### config.mk
export PLATFORM = sky130hd
export DESIGN_NAME = scalar_kalman_filter
export DESIGN_NICKNAME = d
export VERILOG_FILES = /design/src/hdl/skf_pkg.sv /design/src/hdl/scalar_kalman_filter.sv /design/src/hdl/skf_div_serial.sv /design/src/hdl/skf_mul_serial.sv
export SDC_FILE = /design/constraint.sdc
export NUM_CORES = 2
export LEC_CHECK = 0
export BUFFER_PORTS_ARGS = -buffer_cell sky130_fd_sc_hd__clkbuf_2
export CAP_MARGIN = 20
export CORE_AREA = 2 2 267 269
export CTS_CLUSTER_DIAMETER = 150
export DETAILED_ROUTE_END_ITERATION = 8
export DIE_AREA = 0 0 269 271
export HOLD_SLACK_MARGIN = 0.05
export PLACE_DENSITY = 0.79
export SLEW_MARGIN = 15
export SYNTH_ARGS = -nofsm -noshare
export SYNTH_HDL_FRONTEND = slang
export SYNTH_SLANG_ARGS = --single-unit
### constraint.sdc
create_clock -name clk -period 4.6 [get_ports clk]
set_input_delay 0.23 -clock clk [delete_from_list [all_inputs] [get_ports clk]]
set_output_delay 0.23 -clock clk [all_outputs]
set_load 0.005 [all_outputs]
### src/hdl/skf_pkg.sv
`timescale 1ns / 1ps

package skf_pkg;

  localparam int DATA_W    = 32;
  localparam int GAIN_W    = 25;
  localparam int CFG_IDX_W = 2;
  localparam int IN_W      = 32;
  localparam int OUT_W     = 96;

  localparam logic [CFG_IDX_W-1:0] REG_PROC_NOISE = 2'd0;
  localparam logic [CFG_IDX_W-1:0] REG_MEAS_NOISE = 2'd1;
  localparam logic [CFG_IDX_W-1:0] REG_INIT_EST   = 2'd2;

  localparam logic [DATA_W-1:0] PROC_NOISE_RST = 32'd16777;
  localparam logic [DATA_W-1:0] MEAS_NOISE_RST = 32'd167772;
  localparam logic [DATA_W-1:0] INIT_EST_RST   = 32'd0;

  typedef enum logic [2:0] {
    ST_IDLE,
    ST_PRED,
    ST_DEN,
    ST_DIV,
    ST_MUL,
    ST_FIN
  } skf_state_t;

endpackage

### src/hdl/scalar_kalman_filter.sv
`timescale 1ns / 1ps

// One-dimensional Kalman filter with a constant-state model. Each input word
// carries a signed Q16.16 measurement; each result word carries the new
// estimate (Q16.16), the gain of the step (Q1.24 at FRAC_BITS = 24) and the
// updated error variance (saturating). One item is worked on at a time: the
// gain comes from a bit-serial restoring divider and the estimate and
// variance updates from two bit-serial shift-add multipliers run side by
// side. A finished result waits in the output register while the next item
// is taken. A write to any of the three configuration registers reloads the
// estimate from initial_estimate and sets the variance to 1.0; writes belong
// in idle periods only.

module scalar_kalman_filter #(
  parameter int FRAC_BITS = 24
) (
  input  logic                             clk,
  input  logic                             rst_n,
  input  logic                             in_tvalid,
  output logic                             in_tready,
  input  logic [skf_pkg::IN_W-1:0]         in_tdata,   // measurement
  output logic                             out_tvalid,
  input  logic                             out_tready,
  output logic [skf_pkg::OUT_W-1:0]        out_tdata,  // estimate, gain, error_variance
  input  logic                             cfg_wen,
  input  logic [skf_pkg::CFG_IDX_W-1:0]    cfg_index,
  input  logic [skf_pkg::DATA_W-1:0]       cfg_wdata
);

  import skf_pkg::*;

  localparam int GW = FRAC_BITS + 1;
  localparam int EW = DATA_W + 1;
  localparam logic [GW-1:0] ONE_FX = GW'(1) << FRAC_BITS;

  skf_state_t state_r, state_nxt;

  logic [DATA_W-1:0] pn_r, mn_r, ie_r;
  logic [DATA_W-1:0] est_r, est_nxt;
  logic [DATA_W-1:0] var_r, var_nxt;
  logic [DATA_W-1:0] meas_r;
  logic [DATA_W-1:0] p_r;
  logic              den_zero_r, full_r, neg_r;
  logic [EW-1:0]     mag_r;
  logic [GW-1:0]     gain_r;
  logic [DATA_W-1:0] out_est_r;
  logic [GAIN_W-1:0] out_gain_r;
  logic [DATA_W-1:0] out_var_r;
  logic              out_tvalid_r, out_tvalid_nxt;

  logic              div_start, mul_start, fin_go, cfg_hit;
  logic              div_busy, mul_e_busy, mul_v_busy;
  logic [FRAC_BITS-1:0] quot;
  logic [EW-1:0]     p_sum, den, diff, mag;
  logic [DATA_W-1:0] p_sat;
  logic [GW-1:0]     gain_nxt, one_minus_gain;
  logic [EW+GW-1:0]  est_prod;
  logic [DATA_W+GW-1:0] var_prod;
  logic [EW-1:0]     delta, var_sum;
  logic [DATA_W-1:0] est_new, var_new;
  logic [63:0]       gain_wide;

  skf_div_serial #(
    .NW(DATA_W),
    .DW(EW),
    .QW(FRAC_BITS)
  ) u_div (
    .clk  (clk),
    .rst_n(rst_n),
    .start(div_start),
    .num  (p_r),
    .den  (den),
    .busy (div_busy),
    .quot (quot)
  );

  skf_mul_serial #(
    .AW(EW),
    .BW(GW)
  ) u_mul_est (
    .clk  (clk),
    .rst_n(rst_n),
    .start(mul_start),
    .a    (mag_r),
    .b    (gain_nxt),
    .busy (mul_e_busy),
    .prod (est_prod)
  );

  skf_mul_serial #(
    .AW(DATA_W),
    .BW(GW)
  ) u_mul_var (
    .clk  (clk),
    .rst_n(rst_n),
    .start(mul_start),
    .a    (p_r),
    .b    (one_minus_gain),
    .busy (mul_v_busy),
    .prod (var_prod)
  );

  // datapath
  always_comb begin
    p_sum = {1'b0, var_r} + {1'b0, pn_r};
    p_sat = p_sum[DATA_W] ? '1 : p_sum[DATA_W-1:0];
    den   = {1'b0, p_r} + {1'b0, mn_r};
    diff  = {meas_r[DATA_W-1], meas_r} - {est_r[DATA_W-1], est_r};
    mag   = diff[EW-1] ? (~diff + EW'(1)) : diff;

    if (den_zero_r) begin
      gain_nxt = '0;
    end else if (full_r) begin
      gain_nxt = ONE_FX;
    end else begin
      gain_nxt = {1'b0, quot};
    end
    one_minus_gain = ONE_FX - gain_nxt;

    // round half up: add the bit just below the cut
    delta   = est_prod[FRAC_BITS +: EW] + EW'(est_prod[FRAC_BITS-1]);
    est_new = neg_r ? (est_r - delta[DATA_W-1:0]) : (est_r + delta[DATA_W-1:0]);
    var_sum = var_prod[FRAC_BITS +: EW] + EW'(var_prod[FRAC_BITS-1]);
    var_new = var_sum[DATA_W] ? '1 : var_sum[DATA_W-1:0];

    gain_wide = 64'(gain_r);
  end

  // next state
  always_comb begin
    state_nxt = state_r;
    case (state_r)
      ST_IDLE: begin
        if (in_tvalid) begin
          state_nxt = ST_PRED;
        end
      end
      ST_PRED: state_nxt = ST_DEN;
      ST_DEN:  state_nxt = ST_DIV;
      ST_DIV: begin
        if (!div_busy) begin
          state_nxt = ST_MUL;
        end
      end
      ST_MUL: begin
        if (!mul_e_busy && !mul_v_busy) begin
          state_nxt = ST_FIN;
        end
      end
      ST_FIN: begin
        if (!out_tvalid_r || out_tready) begin
          state_nxt = ST_IDLE;
        end
      end
      default: state_nxt = ST_IDLE;
    endcase
  end

  // outputs and register updates
  always_comb begin
    in_tready = (state_r == ST_IDLE);
    div_start = (state_r == ST_DEN);
    mul_start = (state_r == ST_DIV) && !div_busy;
    fin_go    = (state_r == ST_FIN) && (!out_tvalid_r || out_tready);
    cfg_hit   = cfg_wen && ((cfg_index == REG_PROC_NOISE) ||
                            (cfg_index == REG_MEAS_NOISE) ||
                            (cfg_index == REG_INIT_EST));

    est_nxt        = est_r;
    var_nxt        = var_r;
    out_tvalid_nxt = out_tvalid_r;
    if (out_tready) begin
      out_tvalid_nxt = 1'b0;
    end
    if (fin_go) begin
      est_nxt        = est_new;
      var_nxt        = var_new;
      out_tvalid_nxt = 1'b1;
    end
    if (cfg_hit) begin
      est_nxt = (cfg_index == REG_INIT_EST) ? cfg_wdata : ie_r;
      var_nxt = DATA_W'(ONE_FX);
    end
  end

  always_ff @(posedge clk) begin
    if (!rst_n) begin
      state_r      <= ST_IDLE;
      out_tvalid_r <= 1'b0;
      pn_r         <= PROC_NOISE_RST;
      mn_r         <= MEAS_NOISE_RST;
      ie_r         <= INIT_EST_RST;
      est_r        <= INIT_EST_RST;
      var_r        <= DATA_W'(ONE_FX);
    end else begin
      state_r      <= state_nxt;
      out_tvalid_r <= out_tvalid_nxt;
      est_r        <= est_nxt;
      var_r        <= var_nxt;
      if (cfg_wen && (cfg_index == REG_PROC_NOISE)) begin
        pn_r <= cfg_wdata;
      end
      if (cfg_wen && (cfg_index == REG_MEAS_NOISE)) begin
        mn_r <= cfg_wdata;
      end
      if (cfg_wen && (cfg_index == REG_INIT_EST)) begin
        ie_r <= cfg_wdata;
      end
    end
  end

  always_ff @(posedge clk) begin
    if (in_tvalid && in_tready) begin
      meas_r <= in_tdata[DATA_W-1:0];
    end
    if (state_r == ST_PRED) begin
      p_r <= p_sat;
    end
    if (state_r == ST_DEN) begin
      den_zero_r <= (den == '0);
      full_r     <= (mn_r == '0) && (den != '0);
      neg_r      <= diff[EW-1];
      mag_r      <= mag;
    end
    if (mul_start) begin
      gain_r <= gain_nxt;
    end
    if (fin_go) begin
      out_est_r  <= est_new;
      out_gain_r <= gain_wide[GAIN_W-1:0];
      out_var_r  <= var_new;
    end
  end

  assign out_tvalid = out_tvalid_r;
  assign out_tdata  = {(OUT_W - 2 * DATA_W - GAIN_W)'(0), out_var_r, out_gain_r, out_est_r};

endmodule

### src/hdl/skf_div_serial.sv
`timescale 1ns / 1ps

module skf_div_serial #(
  parameter int NW = 32,
  parameter int DW = 33,
  parameter int QW = 24
) (
  input  logic          clk,
  input  logic          rst_n,
  input  logic          start,
  input  logic [NW-1:0] num,
  input  logic [DW-1:0] den,
  output logic          busy,
  output logic [QW-1:0] quot
);

  localparam int CW = $clog2(QW + 1);

  logic [DW:0]   rem_r;
  logic [DW:0]   rem_nxt;
  logic [DW-1:0] den_r;
  logic [QW-1:0] quot_r;
  logic [CW-1:0] cnt_r;
  logic          busy_r;
  logic [DW:0]   shifted;
  logic [DW:0]   trial;
  logic          fits;

  // one quotient bit per cycle, restoring
  assign shifted = {rem_r[DW-1:0], 1'b0};
  assign trial   = shifted - {1'b0, den_r};
  assign fits    = (shifted >= {1'b0, den_r});
  assign rem_nxt = fits ? trial : shifted;

  always_ff @(posedge clk) begin
    if (!rst_n) begin
      busy_r <= 1'b0;
      cnt_r  <= '0;
    end else if (start) begin
      busy_r <= 1'b1;
      cnt_r  <= '0;
    end else if (busy_r) begin
      cnt_r <= cnt_r + CW'(1);
      if (cnt_r == CW'(QW - 1)) begin
        busy_r <= 1'b0;
      end
    end
  end

  always_ff @(posedge clk) begin
    if (start) begin
      rem_r  <= (DW + 1)'(num);
      den_r  <= den;
      quot_r <= '0;
    end else if (busy_r) begin
      rem_r  <= rem_nxt;
      quot_r <= {quot_r[QW-2:0], fits};
    end
  end

  assign busy = busy_r;
  assign quot = quot_r;

endmodule

### src/hdl/skf_mul_serial.sv
`timescale 1ns / 1ps

module skf_mul_serial #(
  parameter int AW = 32,
  parameter int BW = 25
) (
  input  logic             clk,
  input  logic             rst_n,
  input  logic             start,
  input  logic [AW-1:0]    a,
  input  logic [BW-1:0]    b,
  output logic             busy,
  output logic [AW+BW-1:0] prod
);

  localparam int CW = $clog2(BW + 1);

  logic [AW-1:0] a_r;
  logic [AW-1:0] hi_r;
  logic [BW-1:0] lo_r;
  logic [CW-1:0] cnt_r;
  logic          busy_r;
  logic [AW:0]   sum;

  // shift-add, multiplier bits taken lsb first
  assign sum = {1'b0, hi_r} + (lo_r[0] ? {1'b0, a_r} : '0);

  always_ff @(posedge clk) begin
    if (!rst_n) begin
      busy_r <= 1'b0;
      cnt_r  <= '0;
    end else if (start) begin
      busy_r <= 1'b1;
      cnt_r  <= '0;
    end else if (busy_r) begin
      cnt_r <= cnt_r + CW'(1);
      if (cnt_r == CW'(BW - 1)) begin
        busy_r <= 1'b0;
      end
    end
  end

  always_ff @(posedge clk) begin
    if (start) begin
      a_r  <= a;
      hi_r <= '0;
      lo_r <= b;
    end else if (busy_r) begin
      hi_r <= sum[AW:1];
      lo_r <= {sum[0], lo_r[BW-1:1]};
    end
  end

  assign busy = busy_r;
  assign prod = {hi_r, lo_r};

endmodule

# [Yosys cells after proc, flatten, opt, wreduce, memory -nomap -nowiden]
# Cells that the tools add are included.
[classes] n_addsub=15 order_cmp=1 n_eq_ne=14 muxes=33 bitwise_logic=2 n_reduce_logical=30
[op_table] op="$mux 32" n=9
[op_table] op="$mux 25" n=6
[op_table] op="$add 32x32->33" n=2
[op_table] op="$mux 33" n=2
[op_table] op="$add 33x33->34" n=1
[op_table] op="$ge 34x33->1" n=1
[op_table] op="$add 32x33->33" n=1
[op_table] op="$add 33x1->33" n=1
[op_table] op="$add 33x1->33 const B" n=1
[op_table] op="$logic_not 33->1" n=1
[op_table] op="$not 33->33" n=1
[op_table] op="$reduce_bool 33->1" n=1
[op_table] op="$sub 32x32->33" n=1
[op_table] op="$sub 33x33->33" n=1
[op_table] op="$add 32x1->32" n=1
[op_table] op="$add 32x32->32" n=1
[op_table] op="$logic_not 32->1" n=1
[op_table] op="$sub 32x32->32" n=1
[op_table] op="$sub 25x25->25 const A" n=1
[op_table] op="$pmux 3 s6" n=1
[op_table] op="$add 5x1->5 const B" n=3
[op_table] op="$eq 5x5->1 const B" n=3
[op_table] op="$mux 3" n=4
[op_table] op="$mux 1" n=11
[op_table] op="15 further kinds" n=39
[totals] ff_bits=666 input_bits=71 output_inout_bits=98 word_cells=129

# [Depth between registers and ports, before layout]
[logic_depth] word_depth=5 ltp_mapped=23

# [Modules after synthesis]
# A second synthesis with hierarchy kept.
[hier_totals] cells_unflattened=4217 hier_area_um2=40271.1
[by_module_without_submodules] module="scalar_kalman_filter" n_inst=1 cells_each=2623 area_per_inst_um2=23580.1
[by_module_without_submodules] module="skf_div_serial" n_inst=1 cells_each=548 area_per_inst_um2=5632.9
[by_module_without_submodules] module="skf_mul_serial (u_mul_var)" n_inst=1 cells_each=526 area_per_inst_um2=5551.6
[by_module_without_submodules] module="skf_mul_serial (u_mul_est)" n_inst=1 cells_each=520 area_per_inst_um2=5506.5

# [Least setup slack after synthesis]
# Ideal clock, no wire load.
[synth_timing] path_type="register -> register" from="register u_mul_est.lo_r[23]" to="register est_r[31]" setup_ns=0.116 arrival_time_ns=4.697 required_ns=4.484 path_slack_ns=-0.213 stages_incl_launch_ff=22 path_cell_list="edfxtp_1 -> ha_1 -> clkbuf_1 -> and4_1 -> clkbuf_1 -> nand2b_1 -> a2111oi_0 -> o2111a_1 -> a21oi_1 -> a21oi_1 -> o21ai_0 -> xnor2_1 -> ha_1 -> a21o_1 -> a21o_1 -> a21oi_1 -> o21ai_0 -> o31ai_1 -> a311oi_1 -> o41ai_1 -> xor2_1 -> a41o_1"
[synth_via] elab_chain_len=5
[synth_rtl] element="start, declared" line="skf_mul_serial.sv:20" rtl="logic [BW-1:0] lo_r;"
[synth_rtl] element="start signal, assigned" line="skf_mul_serial.sv:50" rtl="lo_r <= {sum[0], lo_r[BW-1:1]};"
[synth_rtl] element="$add 32x1->32 (*)" line="scalar_kalman_filter.sv:121" rtl="delta = est_prod[FRAC_BITS +: EW] + EW'(est_prod[FRAC_BITS-1]);"
[synth_rtl] element="$add 32x32->32 or $sub 32x32->32 (tied branches)" line="scalar_kalman_filter.sv:122" rtl="est_new = neg_r ? (est_r - delta[DATA_W-1:0]) : (est_r + delta[DATA_W-1:0]);"
[synth_rtl] element="$mux 32 (*)" line="scalar_kalman_filter.sv:122"
[synth_rtl] element="via est_new[31]" line="scalar_kalman_filter.sv:60" rtl="logic [DATA_W-1:0] est_new, var_new;"
[synth_rtl] element="$mux 32 (*)" line="scalar_kalman_filter.sv:175" rtl="if (fin_go) begin"
[synth_rtl] element="$mux 32 (*)" line="scalar_kalman_filter.sv:180" rtl="if (cfg_hit) begin"
[synth_rtl] element="end signal, assigned" line="scalar_kalman_filter.sv:198" rtl="est_r <= est_nxt;"
[synth_rtl] element="end, declared" line="scalar_kalman_filter.sv:39" rtl="logic [DATA_W-1:0] est_r, est_nxt;"
# Mark *: on every way through the listed nets, which the timed path passes. The rest lies on a longest branch. The select of a mux whose other input is x is not followed.
# A chain may end at the register's enable or synchronous reset.

# [Worst setup path in the final report]
[layout_timing] from="register u_mul_est.lo_r[23]" to="register est_r[28]"
# The elaborated chain is that of the path after synthesis.

==> summary by stage <==
Critical path
The critical path contains buffers and inverters numbering 3 combined. The critical path is of the register to register type. The launch instance of the worst register-to-register path is u_mul_est.lo_r[23]$_DFFE_PP_. The worst setup path is captured at a register. The critical path crosses 23 cells after its start point. The endpoint arrival time on the critical path is 5.19 ns.

In this run the worst setup path terminates at est_r[28]$_SDFFE_PN0P_. Broken down by cell family, the worst path's largest delay share belongs to simple AND/OR/NAND/NOR gates. The depth of the worst register-to-register path is 23. The flop-to-flop setup slack is -0.08 ns. In this run the worst path has a maximum fanout of 4. The critical register-to-register path endpoint is est_r[28]$_SDFFE_PN0P_. The launch point of the worst path is u_mul_est.lo_r[23]$_DFFE_PP_. STA classifies the critical path startpoint as a register. The delay contributed by the slowest stage of the critical path is 0.46 ns. The data required time at the worst endpoint is 5.11 ns. The most used cell along the critical path is sky130_fd_sc_hd__and3_4. Traced cell by cell, the critical path runs through ha_4 -> nand4_1 -> buf_6 -> a21oi_4 -> nor3_2 -> or2_4 -> and3_4 -> buf_4 -> and3_4 -> buf_4 -> a2111oi_4 -> a21oi_2 -> o21ai_2 -> xor2_1 -> ha_2 -> a21oi_4 -> nor3b_2 -> o211ai_1 -> and3_4 -> nor3_4 -> xnor2_2 -> mux2_2 -> o211a_1. The slowest stage of the critical path is the sky130_fd_sc_hd__edfxtp_1 cell.

Detailed routing
The detailed-route via count is 33100. The per-cell via count in the routed design is 5.96. The routed length per placed instance is 19.6 um. The number of iterations in the first detailed-routing pass is 7. The overall routed net length is 108 mm.

The final routed DRC violation total is 0. The number of design-rule violations left by the first detailed-router iteration is 3082. The post-detailed-route count of antenna-violating nets is 0.

Status
The final reports fail on negative setup slack. The run finished, with violations left.

Timing
The setup-violating endpoint count in the final report is 3. The final worst setup slack is -0.0849 ns. The final hold violation count was 0. Setup total negative slack on the finished layout was measured at -0.112 ns. The share of the clock period used by the worst path after layout is 1.02. Measured against its own limit, the worst slew margin works out to 0.207. Setup repair after global routing could not meet its margin everywhere.

Subtracting the final worst setup slack from the clock period gives 4.68 ns. The maximum clock frequency is 213 MHz. The max-slew violation count is 0. The clock arrives with 0.0347 ns of skew. The slew at the pin with the worst max-slew slack is 1.17 ns.

CTS
At the later pin of the worst-skew pair, clock insertion delay measures 0.62 ns. CTS placed an instance of sky130_fd_sc_hd__clkbuf_16 at the clock tree root. The number of buffers created by CTS is 72. After clock tree synthesis, the clock-pin slew on the worst setup and hold paths is 0.06 ns.

TritonCTS built the clock tree. The depth of the CTS H-tree is 3. The CTS sink count is 666. Counting along the longest clock path gives a buffer depth of 3.

Floorplanning
The number of top-level pins is 169. The die is 271 um tall. The floorplan step defined a core boundary enclosing 69800 um^2. The die covers 72900 um^2. In this run the horizontal extent of the chip is 269 um.

For this configuration, the core starts out at a cell density of 0.565. The cell row count is 97.

Finish
From synthesis to final layout, the design area changed by 15.9%. After the last flow step, the layout net total stands at 4863. The utilization of the core after routing is 0.655. The layout has 5559 filler cells. The share of cells above drive strength 1 is 0.134.

Global route
In the global route stage, overall resource usage came out at 0.289. The number of antenna violations at the first check in global routing came to 2. The via count of the first global-routing pass is 30400. Summed over all layers, the global routing overflow is 0. The largest net degree at the start of global routing is 129. The first-pass GRT wire length is 166 mm.

Run
Max-cap violations in this run came to 0.

Pwr
For this design the static power due to leakage is 18.7 nW. The peak supply drop is 0.000362 V. The total power density per cell area is 506 nW/um^2.

Worst hold path
The hold path startpoint is in_tvalid. The cell depth of the worst min-delay path is 4. The path type of the worst min-delay path is input pin to register.

Synth
The synthesized netlist contains 100 unique library cells. The synthesized area divided by synthesized cell count is 9.24 um^2. Synthesis inferred 666 register bits. The fraction of registers with async set/reset is 0. The number of enable-type register cells in the synthesized netlist is 394. After synthesis the cells add up to 39500 um^2.

The total of warnings raised by yosys is 0. For this run, the register share of the synthesized area comes to 0.438. The primary flip-flop cell chosen by synthesis mapping is sky130_fd_sc_hd__edfxtp_1. Synthesis produced a netlist whose cell count is 4269.

Place
Before CTS, the worst setup slack after placement is -0.168 ns. The final HPWL from detailed placement is 78.8 mm. Port buffering added 161 buffers. Routability-driven placement finished with a final weighted congestion of 0.938.
==> state kept, by name, indices dropped and copies added (netlist names), 33 cells and up <==
name            flops
u_mul_est.hi_r     33
u_mul_est.a_r      33
u_div.den_r        33
mag_r              33
u_div.rem_r        33
==> worst min path at each step <==
stage	end	slack, ns
2_1_floorplan	meas_r[0]$_DFFE_PP_	0.33
3_3_place_gp	out_gain_r[13]$_DFFE_PP_	0.40
3_5_place_dp	u_mul_est.a_r[30]$_DFFE_PP_	0.40
4_1_cts	state_r[2]$_SDFFE_PN0P_	0.08
5_1_grt	mn_r[9]$_SDFFE_PN1P_	0.12
6_report	state_r[2]$_SDFFE_PN0P_	0.12
==> report_power, final <==
group	switching, mW	internal (mW)	total (mW)
clock network	2.49	3.45	5.94
logic	5.24	3.82	9.06
registers	0.718	7.42	8.14
total	8.45	14.7	23.1
==> per-layer routing <==
metal | global-route usage | up-vias | routed length, um
met2 | 0.426 | 1339 | 46400
met1 | 0.420 | 15600 | 47400
met3 | 0.0643 | 168 | 11500
met5 | 0 | - | 0
met4 | 0.0925 | 0 | 3170
li1 | - | 15900 | -
==> final cells by class <==
class / count / area, um^2 / share of cell area
Multi-Input combinational cell: 3219 / 21300 / 0.467
Sequential cell: 666 / 17300 / 0.378
Timing Repair Buffer: 392 / 2780 / 0.0609
Clock buffer: 97 / 2060 / 0.0451
Tap cell: 940 / 1180 / 0.0257
Inverter: 197 / 753 / 0.0165
Clock inverter: 36 / 339 / 0.00741
Antenna cell: 1 / 2.50 / 0.0000547
==> worst reg2reg max path, cell delays in order, from the launching register on <==
cell	delay, ns
sky130_fd_sc_hd__edfxtp_1	0.46
sky130_fd_sc_hd__ha_4	0.19
sky130_fd_sc_hd__nand4_1	0.25
sky130_fd_sc_hd__buf_6	0.24
sky130_fd_sc_hd__a21oi_4	0.14
sky130_fd_sc_hd__nor3_2	0.07
sky130_fd_sc_hd__or2_4	0.26
sky130_fd_sc_hd__and3_4	0.18
sky130_fd_sc_hd__buf_4	0.14
sky130_fd_sc_hd__and3_4	0.15
sky130_fd_sc_hd__buf_4	0.14
sky130_fd_sc_hd__a2111oi_4	0.31
sky130_fd_sc_hd__a21oi_2	0.07
sky130_fd_sc_hd__o21ai_2	0.09
sky130_fd_sc_hd__xor2_1	0.11
sky130_fd_sc_hd__ha_2	0.23
sky130_fd_sc_hd__a21oi_4	0.18
sky130_fd_sc_hd__nor3b_2	0.20
sky130_fd_sc_hd__o211ai_1	0.16
sky130_fd_sc_hd__and3_4	0.24
sky130_fd_sc_hd__nor3_4	0.21
sky130_fd_sc_hd__xnor2_2	0.09
sky130_fd_sc_hd__mux2_2	0.26
sky130_fd_sc_hd__o211a_1	0.20
==> cells by family after synthesis <==
group                    Yosys count  share of synthesized area
other                              1                  0.0000950
flip-flops                       666                      0.438
XOR/XNOR                         308                     0.0684
buffers and inverters            390                     0.0390
multiplexers                      97                     0.0250
AO/OA/AOI/OAI                   1022                      0.168
adder cells (fa/ha/maj)          244                     0.0787
AND/OR/NAND/NOR                 1541                      0.183
==> synthesized netlist by cell type, types with 97 or more instances <==
library cell / instances / area share
sky130_fd_sc_hd__o21ai_0: 184 / 0.023
sky130_fd_sc_hd__a21oi_1: 319 / 0.040
sky130_fd_sc_hd__xnor2_1: 186 / 0.041
sky130_fd_sc_hd__dfxtp_1: 272 / 0.14
sky130_fd_sc_hd__clkbuf_1: 166 / 0.016
sky130_fd_sc_hd__and2_1: 97 / 0.015
sky130_fd_sc_hd__edfxtp_1: 394 / 0.30
sky130_fd_sc_hd__xor2_1: 122 / 0.027
sky130_fd_sc_hd__nand2_1: 619 / 0.059
sky130_fd_sc_hd__ha_1: 237 / 0.075
sky130_fd_sc_hd__nor2_1: 339 / 0.032
sky130_fd_sc_hd__inv_1: 194 / 0.018
sky130_fd_sc_hd__a21o_1: 101 / 0.019
==> per-stage QoR <==
step | hold WS, ns | power (mW) | cells | instance area, um^2
5_1_grt | 0.125 | 24.4 | 5547 | 45700
3_5_place_dp | 0.405 | 16.4 | 5317 | 41800
4_1_cts | 0.0834 | 22.5 | 5525 | 45000
2_1_floorplan | 0.329 | 14.0 | 4275 | 39500
3_3_place_gp | 0.400 | 16.3 | 5317 | 41800
6_report | 0.122 | 23.1 | 5548 | 45700
==> layout by cell type, fill, tap and decap left out, drive strengths merged, types with 33 or more instances in the layout <==
cell type    Yosys  final
edfxtp         394    394
a21o           102    102
dfxtp          272    272
nand2b          35     35
and3            50     50
inv            194    199
mux2i           85     85
xor2           122    122
and2           100    100
buf             24    166
nand4           43     43
o21a            44     44
nor2b           46     46
o21bai          33     33
a311oi          54     54
a211oi          44     44
xnor2          186    186
ha             237    237
a21oi          319    319
nor2           340    340
clkbuf         169    258
nand2          619    619
dlygate4sd3      0     65
nand3           86     86
nor3            86     86
o21ai          189    189
a31oi           56     56
==> repair_timing <==
| item | CTS | global route |
|---|---|---|
| gates resized for setup | 18 | 125 |
| buffers inserted | 10 | 19 |
| pin swaps | 7 | 82 |
| endpoints found under the setup margin | 8 | 45 |
| hold buffers | 65 | 0 |
| hold endpoints to repair | 129 | 0 |
(Power assumes the default switching activity.)
